<file path="src/rtl/core/graf_pkg.sv">
// ----------------------------------------------------------------------------
// graf_pkg
// Shared constants, codes and types of the guarded region access filter.
// ----------------------------------------------------------------------------
package graf_pkg;

  localparam int unsigned REGIONS   = 16;
  localparam int unsigned IDX_W     = (REGIONS > 1) ? $clog2(REGIONS) : 1;
  localparam int unsigned CNT_W     = $clog2(REGIONS + 1);
  localparam int unsigned ADDR_W    = 64;
  localparam int unsigned PROT_W    = 32;
  localparam int unsigned GUARD_BIT = 8;
  localparam int unsigned USE_W     = 5;

  // register indexes, decoded from paddr bit 3
  localparam logic REG_ENABLED    = 1'b0;
  localparam logic REG_OWN_HANDLE = 1'b1;

  typedef enum logic [1:0] {
    MODE_PROTECT = 2'd0,
    MODE_READ    = 2'd1,
    MODE_WRITE   = 2'd2
  } mode_e;

  // item range as held during the table scan
  typedef struct packed {
    logic [ADDR_W-1:0] base;
    logic [ADDR_W-1:0] length;
    logic [ADDR_W:0]   last;   // base + length, 65 bits
  } item_t;

  typedef struct packed {
    logic same;      // entry has exactly the item's start and length
    logic overlap;   // entry range meets the item range
  } hit_t;

  typedef struct packed {
    logic              en;
    logic [IDX_W-1:0]  addr;
    logic [ADDR_W-1:0] start;
    logic [ADDR_W-1:0] length;
  } mem_wr_t;

  function automatic logic [USE_W-1:0] sat_count(input logic [CNT_W-1:0] cnt);
    logic [CNT_W+USE_W-1:0] wide;
    wide = (CNT_W + USE_W)'(cnt);
    if (wide > (CNT_W + USE_W)'((1 << USE_W) - 1)) begin
      return '1;
    end
    return wide[USE_W-1:0];
  endfunction

endpackage

</file>
<file path="src/rtl/core/guarded_region_access_filter.sv">
// ----------------------------------------------------------------------------
// guarded_region_access_filter
// Table of guarded address ranges that filters read and write accesses and
// takes guard inserts and removals from protection changes.
// ----------------------------------------------------------------------------
// Usage:
//   s_axis carries one request word: tuser = mode, tdata = handle, base,
//   length and new protection. m_axis returns one result word per request:
//   denied, insert_dropped and the number of regions in use.
//   APB registers: enabled at 0x0, own process handle at 0x8 (64 bits).
//   A request is taken only while the sequencer is idle. A read, write or
//   guard removal scans the table one entry per cycle through a single
//   memory read port and one compare unit, then registers the result word.
//   A guard insert and an ignored request skip the scan. The next
//   request can be accepted the cycle after the result is loaded into the
//   output register, so a new request is never taken before the last one
//   is through.
//   If the receiver stalls, the result waits in the output register; a
//   further finished request then holds in its last step until it drains.
//   Reset empties the table (valid bits cleared), sets enabled to 1 and the
//   own handle to 0. No clearing pass is needed.
// ----------------------------------------------------------------------------
module guarded_region_access_filter (
  input  logic         clk_i,
  input  logic         rst_ni,
  // request channel
  input  logic         s_axis_tvalid,
  output logic         s_axis_tready,
  input  logic [223:0] s_axis_tdata,  // process_handle, base_address, length, new_protect
  input  logic [1:0]   s_axis_tuser,  // mode
  // result channel
  output logic         m_axis_tvalid,
  input  logic         m_axis_tready,
  output logic [7:0]   m_axis_tdata,  // denied, insert_dropped, regions_in_use, pad
  // configuration
  input  logic         psel,
  input  logic         penable,
  input  logic         pwrite,
  input  logic [3:0]   paddr,
  input  logic [63:0]  pwdata,
  output logic [63:0]  prdata,
  output logic         pready
);

  typedef enum logic [4:0] {
    S_IDLE   = 5'b00001,
    S_INSERT = 5'b00010,
    S_SCAN   = 5'b00100,
    S_DRAIN  = 5'b01000,
    S_DONE   = 5'b10000
  } state_e;

  localparam logic [graf_pkg::IDX_W-1:0] LAST_IDX = graf_pkg::IDX_W'(graf_pkg::REGIONS - 1);

  state_e                           state_q, state_d;
  logic                             enabled_q;
  logic [graf_pkg::ADDR_W-1:0]      own_handle_q;
  logic [graf_pkg::REGIONS-1:0]     valid_q;
  logic [graf_pkg::CNT_W-1:0]       cnt_q;
  logic [graf_pkg::IDX_W-1:0]       scan_idx_q;
  logic [graf_pkg::IDX_W-1:0]       cmp_idx_q;
  logic                             cmp_vld_q;
  logic                             op_remove_q;
  logic                             denied_q;
  logic                             dropped_q;
  logic                             out_vld_q;
  logic [7:0]                       out_data_q;
  graf_pkg::item_t                  item_q;

  graf_pkg::mode_e                  in_mode;
  logic [graf_pkg::ADDR_W-1:0]      in_handle;
  logic [graf_pkg::ADDR_W-1:0]      in_base;
  logic [graf_pkg::ADDR_W-1:0]      in_length;
  logic [graf_pkg::PROT_W-1:0]      in_prot;
  logic                             in_own;
  logic                             in_fire;
  logic                             out_load;
  logic                             cfg_wr;
  logic                             free_any;
  logic [graf_pkg::IDX_W-1:0]       free_idx;
  logic                             entry_live;
  graf_pkg::mem_wr_t                mem_wr;
  graf_pkg::hit_t                   hit;
  logic [graf_pkg::ADDR_W-1:0]      rd_start;
  logic [graf_pkg::ADDR_W-1:0]      rd_length;

  assign in_mode   = graf_pkg::mode_e'(s_axis_tuser);
  assign in_handle = s_axis_tdata[63:0];
  assign in_base   = s_axis_tdata[127:64];
  assign in_length = s_axis_tdata[191:128];
  assign in_prot   = s_axis_tdata[223:192];
  assign in_own    = (in_handle == own_handle_q) || (in_handle == '0) || (in_handle == '1);

  assign s_axis_tready = (state_q == S_IDLE);
  assign in_fire       = s_axis_tvalid && s_axis_tready;
  assign out_load      = (state_q == S_DONE) && (!out_vld_q || m_axis_tready);
  assign m_axis_tvalid = out_vld_q;
  assign m_axis_tdata  = out_data_q;

  // configuration port
  assign pready = 1'b1;
  assign cfg_wr = psel && penable && pwrite && pready;
  assign prdata = (paddr[3] == graf_pkg::REG_OWN_HANDLE) ? own_handle_q
                                                          : {63'd0, enabled_q};

  always_ff @(posedge clk_i or negedge rst_ni) begin
    if (!rst_ni) begin
      enabled_q    <= 1'b1;
      own_handle_q <= '0;
    end else if (cfg_wr) begin
      if (paddr[3] == graf_pkg::REG_OWN_HANDLE) begin
        own_handle_q <= pwdata;
      end else begin
        enabled_q <= pwdata[0];
      end
    end
  end

  // lowest free slot
  always_comb begin
    free_idx = '0;
    for (int i = graf_pkg::REGIONS - 1; i >= 0; i--) begin
      if (!valid_q[i]) begin
        free_idx = graf_pkg::IDX_W'(i);
      end
    end
  end
  assign free_any = ~&valid_q;

  assign mem_wr.en     = (state_q == S_INSERT) && free_any;
  assign mem_wr.addr   = free_idx;
  assign mem_wr.start  = item_q.base;
  assign mem_wr.length = item_q.length;

  graf_region_mem u_mem (
    .clk_i       (clk_i),
    .wr_i        (mem_wr),
    .rd_addr_i   (scan_idx_q),
    .rd_start_o  (rd_start),
    .rd_length_o (rd_length)
  );

  graf_range_unit u_range (
    .item_i         (item_q),
    .entry_start_i  (rd_start),
    .entry_length_i (rd_length),
    .hit_o          (hit)
  );

  assign entry_live = cmp_vld_q && valid_q[cmp_idx_q];

  always_comb begin
    state_d = state_q;
    case (state_q)
      S_IDLE: begin
        if (in_fire) begin
          state_d = S_DONE;
          if (enabled_q) begin
            case (in_mode)
              graf_pkg::MODE_PROTECT: begin
                if (in_own) begin
                  state_d = in_prot[graf_pkg::GUARD_BIT] ? S_INSERT : S_SCAN;
                end
              end
              graf_pkg::MODE_READ,
              graf_pkg::MODE_WRITE: state_d = S_SCAN;
              default: state_d = S_DONE;
            endcase
          end
        end
      end
      S_INSERT: state_d = S_DONE;
      S_SCAN: begin
        if (scan_idx_q == LAST_IDX) begin
          state_d = S_DRAIN;
        end
      end
      S_DRAIN: state_d = S_DONE;
      S_DONE: begin
        if (out_load) begin
          state_d = S_IDLE;
        end
      end
      default: state_d = S_IDLE;
    endcase
  end

  always_ff @(posedge clk_i or negedge rst_ni) begin
    if (!rst_ni) begin
      state_q     <= S_IDLE;
      valid_q     <= '0;
      cnt_q       <= '0;
      scan_idx_q  <= '0;
      cmp_idx_q   <= '0;
      cmp_vld_q   <= 1'b0;
      op_remove_q <= 1'b0;
      denied_q    <= 1'b0;
      dropped_q   <= 1'b0;
      out_vld_q   <= 1'b0;
    end else begin
      state_q   <= state_d;
      cmp_vld_q <= (state_q == S_SCAN);
      cmp_idx_q <= scan_idx_q;

      if (in_fire) begin
        denied_q    <= 1'b0;
        dropped_q   <= 1'b0;
        scan_idx_q  <= '0;
        op_remove_q <= (in_mode == graf_pkg::MODE_PROTECT);
      end else if (state_q == S_SCAN) begin
        scan_idx_q <= scan_idx_q + 1'b1;
      end

      if (state_q == S_INSERT) begin
        if (free_any) begin
          valid_q[free_idx] <= 1'b1;
          cnt_q             <= cnt_q + 1'b1;
        end else begin
          dropped_q <= 1'b1;
        end
      end

      // one entry per cycle through the compare unit
      if (entry_live) begin
        if (op_remove_q) begin
          if (hit.same) begin
            valid_q[cmp_idx_q] <= 1'b0;
            cnt_q              <= cnt_q - 1'b1;
          end
        end else if (hit.overlap) begin
          denied_q <= 1'b1;
        end
      end

      if (out_load) begin
        out_vld_q <= 1'b1;
      end else if (m_axis_tready) begin
        out_vld_q <= 1'b0;
      end
    end
  end

  always_ff @(posedge clk_i) begin
    if (in_fire) begin
      item_q.base   <= in_base;
      item_q.length <= in_length;
      item_q.last   <= {1'b0, in_base} + {1'b0, in_length};
    end
    if (out_load) begin
      out_data_q <= {1'b0, graf_pkg::sat_count(cnt_q), dropped_q, denied_q};
    end
  end

endmodule

</file>
<file path="src/rtl/core/graf_region_mem.sv">
// ----------------------------------------------------------------------------
// graf_region_mem
// Start and length store of the region table, one write and one
// registered read port.
// ----------------------------------------------------------------------------
module graf_region_mem (
  input  logic                          clk_i,
  input  graf_pkg::mem_wr_t             wr_i,
  input  logic [graf_pkg::IDX_W-1:0]    rd_addr_i,
  output logic [graf_pkg::ADDR_W-1:0]   rd_start_o,
  output logic [graf_pkg::ADDR_W-1:0]   rd_length_o
);

  logic [graf_pkg::ADDR_W-1:0] start_mem  [graf_pkg::REGIONS];
  logic [graf_pkg::ADDR_W-1:0] length_mem [graf_pkg::REGIONS];

  always_ff @(posedge clk_i) begin
    if (wr_i.en) begin
      start_mem[wr_i.addr]  <= wr_i.start;
      length_mem[wr_i.addr] <= wr_i.length;
    end
  end

  always_ff @(posedge clk_i) begin
    rd_start_o  <= start_mem[rd_addr_i];
    rd_length_o <= length_mem[rd_addr_i];
  end

endmodule

</file>
<file path="src/rtl/core/graf_range_unit.sv">
// ----------------------------------------------------------------------------
// graf_range_unit
// Shared compare unit: checks one table entry against the current item for
// exact match and for overlap, with 65-bit range ends.
// ----------------------------------------------------------------------------
module graf_range_unit (
  input  graf_pkg::item_t               item_i,
  input  logic [graf_pkg::ADDR_W-1:0]   entry_start_i,
  input  logic [graf_pkg::ADDR_W-1:0]   entry_length_i,
  output graf_pkg::hit_t                hit_o
);

  logic [graf_pkg::ADDR_W:0] entry_last;
  logic                      item_before;
  logic                      item_after;

  assign entry_last  = {1'b0, entry_start_i} + {1'b0, entry_length_i};
  // a carry out of the item end keeps it above any start
  assign item_before = item_i.last <= {1'b0, entry_start_i};
  assign item_after  = {1'b0, item_i.base} >= entry_last;

  assign hit_o.overlap = !(item_before || item_after);
  assign hit_o.same    = (entry_start_i == item_i.base) && (entry_length_i == item_i.length);

endmodule

</file>
<file path="config.mk">
export PLATFORM = sky130hd
export DESIGN_NAME = guarded_region_access_filter
export DESIGN_NICKNAME = d
export VERILOG_FILES = /design/src/rtl/core/graf_pkg.sv /design/src/rtl/core/guarded_region_access_filter.sv /design/src/rtl/core/graf_region_mem.sv /design/src/rtl/core/graf_range_unit.sv
export SDC_FILE = /design/constraint.sdc
export NUM_CORES = 2
export LEC_CHECK = 0
export BUFFER_PORTS_ARGS = -buffer_cell sky130_fd_sc_hd__buf_2
export CAP_MARGIN = 30
export CORE_ASPECT_RATIO = 2
export CORE_MARGIN = 4
export CORE_UTILIZATION = 55
export CTS_CLUSTER_SIZE = 10
export DETAILED_ROUTE_END_ITERATION = 12
export PLACE_DENSITY = 0.73
export SLEW_MARGIN = 10
export SYNTH_ARGS = -nofsm -noshare
export SYNTH_HDL_FRONTEND = slang
export SYNTH_HIERARCHICAL = 1
export SYNTH_SLANG_ARGS = --single-unit
</file>
<file path="constraint.sdc">
create_clock -name clk_i -period 11.1 [get_ports clk_i]
set_input_delay 2.22 -clock clk_i [delete_from_list [all_inputs] [get_ports clk_i]]
set_output_delay 2.22 -clock clk_i [all_outputs]
set_load 0.01 [all_outputs]
</file>
# [Word level (Yosys, flattened, before mapping)]
# Memory sizes are Yosys's and may differ from the RTL's. A register that Yosys moved wholly into a read port is not among the register bits.
# Cells that the tools add are included.
[word_totals] out_inout_bits=75 mem_bits_rw=2048 regBits=304 n_memories=2 in_bits=301 wordCells=127
[op_classes] n_mux=54 reduce_logical=25 n_addsub=5 magnitude_cmp=6 n_eq_ne=15 n_bitwise=4
[memory_table] memory="u_mem.length_mem" words=16 word_bits=64 read_ports=1 rd_ports_with_merged_regs=1 write_ports=1 line_no="graf_region_mem.sv:15" text="logic [graf_pkg::ADDR_W-1:0] length_mem [graf_pkg::REGIONS];"
[memory_table] memory="u_mem.start_mem" words=16 word_bits=64 read_ports=1 rd_ports_with_merged_regs=1 write_ports=1 line_no="graf_region_mem.sv:14" text="logic [graf_pkg::ADDR_W-1:0] start_mem [graf_pkg::REGIONS];"
[op_table] cell="64-bit equality test" count=3
[op_table] cell="64-bit by 64-bit adder with 65-bit output" count=2
[op_table] cell="16-bit 2-to-1 mux" count=5
[op_table] cell="4-bit 2-to-1 mux" count=18
[op_table] cell="64-bit by 65-bit >= comparator with 1-bit output" count=1
[op_table] cell="65-bit by 64-bit less-or-equal comparator with 1-bit output" count=1
[op_table] cell="64-bit equality test, second input constant" count=1
[op_table] cell="64-bit zero test" count=1
[op_table] cell="64-bit 2-to-1 mux" count=1
[op_table] cell="5-bit 2-to-1 mux" count=10
[op_table] cell="5-bit one-hot mux with 4 select lines" count=1
[op_table] cell="16-bit AND" count=1
[op_table] cell="16-bit NOT" count=1
[op_table] cell="16-bit bitwise OR" count=1
[op_table] cell="16-bit AND reduction" count=1
[op_table] cell="1-bit 2-to-1 mux" count=14
[op_table] cell="4-bit by 5-bit < comparator with 1-bit output, second input constant" count=2
[op_table] cell="5-bit one-hot mux with 2 select lines" count=1
[op_table] cell="1-bit logical AND" count=9
[op_table] cell="1-bit demux with 4-bit select" count=2
[op_table] cell="4-bit by 1-bit >= comparator with 1-bit output, second input constant" count=2
[op_table] cell="5-bit by 1-bit adder with 5-bit output, second input constant" count=1
[op_table] cell="5-bit by 1-bit equality test with 1-bit output, second input constant" count=1
[op_table] cell="5-bit by 2-bit equality test with 1-bit output, second input constant" count=1
[op_table] cell="20 further kinds" count=28

# [Logic depth before layout (Yosys ltp)]
[depth] depth_word=27 ltp_mapped=23 ltp_nobuf=23

# [Cells and area by module]
# Netlist, hierarchy kept.
[modules_own_cells] mod="graf_region_mem" n_inst=1 area_per_inst_um2=79493.7 seq_area_each_um2=64061.4 cells_each=3360
[modules_own_cells] mod="guarded_region_access_filter" n_inst=1 area_per_inst_um2=15601.2 seq_area_each_um2=8610.8 cells_each=1290
[modules_own_cells] mod="graf_range_unit" n_inst=1 area_per_inst_um2=8333.0 seq_area_each_um2=0.0 cells_each=1161

# [Worst setup path after synthesis]
# No wires, ideal clock.
[synth_path] path_kind="register to register" from="register valid_q[14] in the netlist's numbering" to="memory u_mem/length_mem[0][0] in the netlist's numbering (enable)" setup_time_ns=0.772 t_required_ns=10.328 arrival_ns=10.359 n_path_buf=0 path_stages_with_launch=10 synth_period_minus_slack_ns=11.131 slack_ns=-0.031 path_cell_list="dfrtp_1 nor2b_1 o21ai_0 a21boi_0 o21ai_0 a21boi_0 o21a_1 o21ai_0 inv_1 nor3_1"
[synth_via] elab_chain_len=15 elab_cells_between_ends=20 classes_between="mux: 17; reduce/logical: 3"
[synth_rtl] element="start, declared" line_no="guarded_region_access_filter.sv:58" text="logic [graf_pkg::REGIONS-1:0] valid_q;"
[synth_rtl] element="start signal, assigned" line_no="guarded_region_access_filter.sv:191" text="valid_q <= '0;"
[synth_rtl] element="start signal, assigned by index" line_no="guarded_region_access_filter.sv:216" text="valid_q[free_idx] <= 1'b1;"
[synth_rtl] element="start signal, assigned by index" line_no="guarded_region_access_filter.sv:227" text="valid_q[cmp_idx_q] <= 1'b0;"
[synth_rtl] element="4-bit 2-to-1 mux (15 in series)" line_no="guarded_region_access_filter.sv:123" text="if (!valid_q[i]) begin"
[synth_rtl] element="net free_idx (one bit)" line_no="guarded_region_access_filter.sv:80" text="logic [graf_pkg::IDX_W-1:0] free_idx;"
[synth_rtl] element="end, declared" line_no="graf_region_mem.sv:15"
# The timed path passes the listed nets, and every way through them passes these cells.

# [Final worst setup path]
[layout_path] from="register u_mem/rd_start_o[0] in the netlist's numbering (read register of u_mem.start_mem)" to="register denied_q"
[layout_via] elab_chain_len=6 elab_cells_between_ends=7 classes_between="add/sub: 1; order compare: 2; mux: 3; reduce/logical: 1"
[layout_rtl] element="start, declared" line_no="graf_region_mem.sv:10" text="output logic [graf_pkg::ADDR_W-1:0] rd_start_o,"
[layout_rtl] element="64-bit by 64-bit adder with 65-bit output" line_no="graf_range_unit.sv:17" text="assign entry_last = {1'b0, entry_start_i} + {1'b0, entry_length_i};"
[layout_rtl] element="64-bit by 65-bit >= comparator with 1-bit output" line_no="graf_range_unit.sv:20" text="assign item_after = {1'b0, item_i.base} >= entry_last;"
[layout_rtl] element="1-bit logical OR *" line_no="graf_range_unit.sv:22" text="assign hit_o.overlap = !(item_before || item_after);"
[layout_rtl] element="1-bit 2-to-1 mux *" line_no="guarded_region_access_filter.sv:230" text="end else if (hit.overlap) begin"
[layout_rtl] element="1-bit 2-to-1 mux *" line_no="guarded_region_access_filter.sv:225" text="if (op_remove_q) begin"
[layout_rtl] element="1-bit 2-to-1 mux *" line_no="guarded_region_access_filter.sv:224" text="if (entry_live) begin"
[layout_rtl] element="end signal, assigned" line_no="guarded_region_access_filter.sv:197" text="denied_q <= 1'b0;"
[layout_rtl] element="end signal, assigned" line_no="guarded_region_access_filter.sv:206" text="denied_q <= 1'b0;"
[layout_rtl] element="end signal, assigned" line_no="guarded_region_access_filter.sv:231" text="denied_q <= 1'b1;"
[layout_rtl] element="end, declared" line_no="guarded_region_access_filter.sv:64" text="logic denied_q;"
# Mark *: on every way between the ends. The rest lies on a longest branch, timed or not.
# A chain may end at the register's enable or synchronous reset.

==> results.json <==
{
  "dp_cells": 8497,
  "cp.arrival_ns": 7.68,
  "synth-async-reset-ratio_pct": 4.194,
  "crit_fanout": 3,
  "boundaryPins": 376,
  "cts_sinks": 2480,
  "clock_path_buffers": 4,
  "finalCritPeriodShare_pct": 62.42,
  "wirelength_um": 317800,
  "p_leak_nw": 39.18,
  "worstHoldStart": "cnt_q[4]",
  "r2r_start": "u_mem/rd_start_o[0]",
  "io_buffers": 339,
  "setup_viol": 0,
  "die_w_um": 314.6,
  "top_usage_layer": "met2",
  "synthTopCellsByCount": "edfxtp_1 (2,248), mux4_2 (477), ha_1 (261)",
  "wl_per_cell_um": 35.25,
  "fp.coreArea_um2": 186700,
  "cts_buffers": 291,
  "htreeDepth": 5,
  "dieArea_um2": 195500,
  "grtUsageMet1_pct": 38.03,
  "hold_viol_final": 0,
  "cp-start-kind": "register",
  "slew_headroom_pct": 25.71,
  "gp_congestion": 1.035,
  "met2_usage_pct": 55.45,
  "syn_to_final_growth_pct": 12.94,
  "drv_slew": 0,
  "synth_most_common_cell": "edfxtp_1",
  "postRouteAntennaNets": 0,
  "vdd.ir_drop.worst_mv": 0.1990,
  "route.detailed.vias_per_inst": 6.609,
  "antenna_found_initial": 39,
  "ys_ff_latch": 2480,
  "syn-mean-instance-area_um2": 17.80,
  "cts-hold-fix-buffers": 0,
  "design_power_total_mw": 26.94,
  "fin_cells": 9014,
  "clkSlewWorstSetupHoldPaths_ns": 0.05,
  "cp-startpoint": "u_mem/rd_start_o[0]",
  "nets": 6871,
  "hold_path_class": "register to register",
  "synth-edff-count": 2248,
  "grt_overflow": 0,
  "dp_hpwl_um": 203200,
  "synth_flop_cell": "edfxtp_1",
  "post_cts_buffers": 0,
  "final.setup_skew_ns": 0.03835,
  "min_period_ns": 6.928,
  "end_kind": "register",
  "netlist_area_um2": 103400,
  "tns_ns": 0,
  "grt_max_degree": 116,
  "drt_first_iter_violations": 7250,
  "synth_warnings": 6,
  "rows": 224,
  "vias": 59570,
  "ys_seq_area_share_pct": 70.26,
  "grt_util_met3_pct": 6.282,
  "fmax_mhz": 144.3,
  "worst_pin_slew_ns": 1.114,
  "path_class": "register to register",
  "netlist-cell-type-count": 95,
  "rsz0062_at_grt": "no",
  "grt_pass1_wl_um": 445200,
  "grt_pass1_vias": 60540,
  "clock_latency_ns": 0.85,
  "synth_area_leaders": "edfxtp_1 (65%), mux4_2 (10%), ha_1 (3.2%), dfxtp_1 (2.5%), dfrtp_1 (2.5%)",
  "grt_usage_pct": 32.36,
  "syn_nets": 6375,
  "cts_root_buf": "clkbuf_16",
  "synth_top_cell_by_area": "edfxtp_1",
  "max_cap_violations": 0,
  "drt_drc_violations_left": 0,
  "drive_gt1_share_pct": 22.00,
  "ctsResizeCount": 0,
  "firstDrtPassIters": 9,
  "start_util_pct": 55.41,
  "worst_ep_required_time_ns": 11.85,
  "synth_top_cell_area_share_pct": 65.27,
  "dieHeight_um": 621.3,
  "p_per_area_nw_per_um2": 230.7,
  "status": "complete, no violations",
  "cts_tree": "built",
  "netlist_instances": 5811
}
## path summary, 6_finish.rpt
check | end | slack, ns | cells past startpoint
min in group asynchronous | own_handle_q[55] | 1.44 | 1
max | denied_q | 4.17 | 22
max reg2reg | denied_q | 4.17 | 22
min reg2reg | cnt_q[4] | 0.47 | 1
max in group asynchronous | own_handle_q[63] | 8.35 | 2
min | cnt_q[4] | 0.47 | 1
## stage by stage
step	hold slack [ns]	util (%)	cell area, µm²	worst slack (ns)
after CTS	0.4675	62.54	116700	4.201
after detailed placement	0.4476	58.07	108400	4.262
after global placement	0.4402	57.93	108100	4.275
final	0.4658	62.58	116800	4.172
after global routing	0.4884	62.57	116800	4.115
after floorplan	0.4068	-	103400	-0.03111
## area by class of cell
| class | instances | area [µm²] |
|---|---|---|
| Antenna cell | 22 | 55.05 |
| Inverter | 131 | 499.2 |
| Tap cell | 2486 | 3110 |
| Sequential cell | 2480 | 72680 |
| Timing Repair Buffer | 439 | 2833 |
| Clock buffer | 475 | 8162 |
| Multi-Input combinational cell | 2964 | 29280 |
| Clock inverter | 17 | 185.2 |
| Fill cell | 13260 | 69850 |
## sequential cells by signal, summed over array words and instances, names as in the netlist, 7 cells and up
name,cells
valid_q,16
u_mem/length_mem,1024
m_axis_tdata,7
u_mem/start_mem,1024
u_mem/rd_start_o,64
own_handle_q,64
item_q,193
u_mem/rd_length_o,64
## power by group
| part | switching (mW) | leakage (nW) | internal [mW] |
|---|---|---|---|
| clock network | 3.58 | 4.00 | 5.00 |
| registers | 0.957 | 22.7 | 11.1 |
| logic | 3.62 | 12.5 | 2.71 |
| total | 8.16 | 39.2 | 18.8 |
## critical path, cell delays in order (launching register included)
cell and delay (ns):
dfxtp_1 0.34, ha_1 0.25, inv_1 0.09, fa_1 0.21
nor2b_1 0.07, o31a_1 0.30, o31ai_1 0.68, nand3_1 0.32
a311oi_1 0.98, o211ai_1 0.28, a41oi_2 0.38, o21ai_1 0.14
xnor2_1 0.19, ha_1 0.28, nand4_1 0.22, nor3_1 0.12
nand4_1 0.24, o21bai_1 0.14, nor2_1 0.11, o21ai_0 0.15
o311a_1 0.39, a211oi_2 0.66, a32o_1 0.28
## layout by cell type (no fill, tap or decap), types with 23 or more instances in the layout
master	Yosys	routed
and2_1	75	74
nand3_1	45	45
nand2b_1	30	29
mux2_2	133	133
mux2i_1	23	23
a22oi_1	222	222
buf_2	88	338
nor2b_1	52	49
o21a_1	30	30
mux4_2	477	477
xnor2_1	173	173
dfrtp_1	102	98
a31oi_1	32	32
o21bai_1	23	23
xor2_1	127	127
nand4_1	103	103
ha_1	261	261
nor2_1	132	118
a21o_1	96	96
clkbuf_1	109	173
inv_1	131	130
a21oi_1	199	199
buf_4	27	71
o221ai_1	29	29
o21ai_0	113	113
nand2_1	235	235
nor4_1	61	58
clkbuf_16	0	298
nor3_1	44	40
dfxtp_1	128	128
edfxtp_1	2248	2248
## metal layers
layer | wire length [µm] | part of all wire (%)
met1 | 105300 | 33
met2 | 162000 | 51
met3 | 27670 | 8.7
met4 | 22660 | 7.1
met5 | 124 | 0.039
## cells by family (layout without fill, tap and decap cells)
logic type	Yosys count	count (layout)	share of synthesized area, %
DFF	2480	2480	70.26
muxes	637	637	12.16
and+or+nand+nor	841	841	4.164
buffers and inverters	367	1062	1.594
other	2	24	0.007261
xor gates and xnor gates	300	300	2.540
adders and majority gates	263	263	3.196
AOI/OAI and AO/OA	921	921	6.075
No activity file was read; power rests on OpenSTA's default activity.
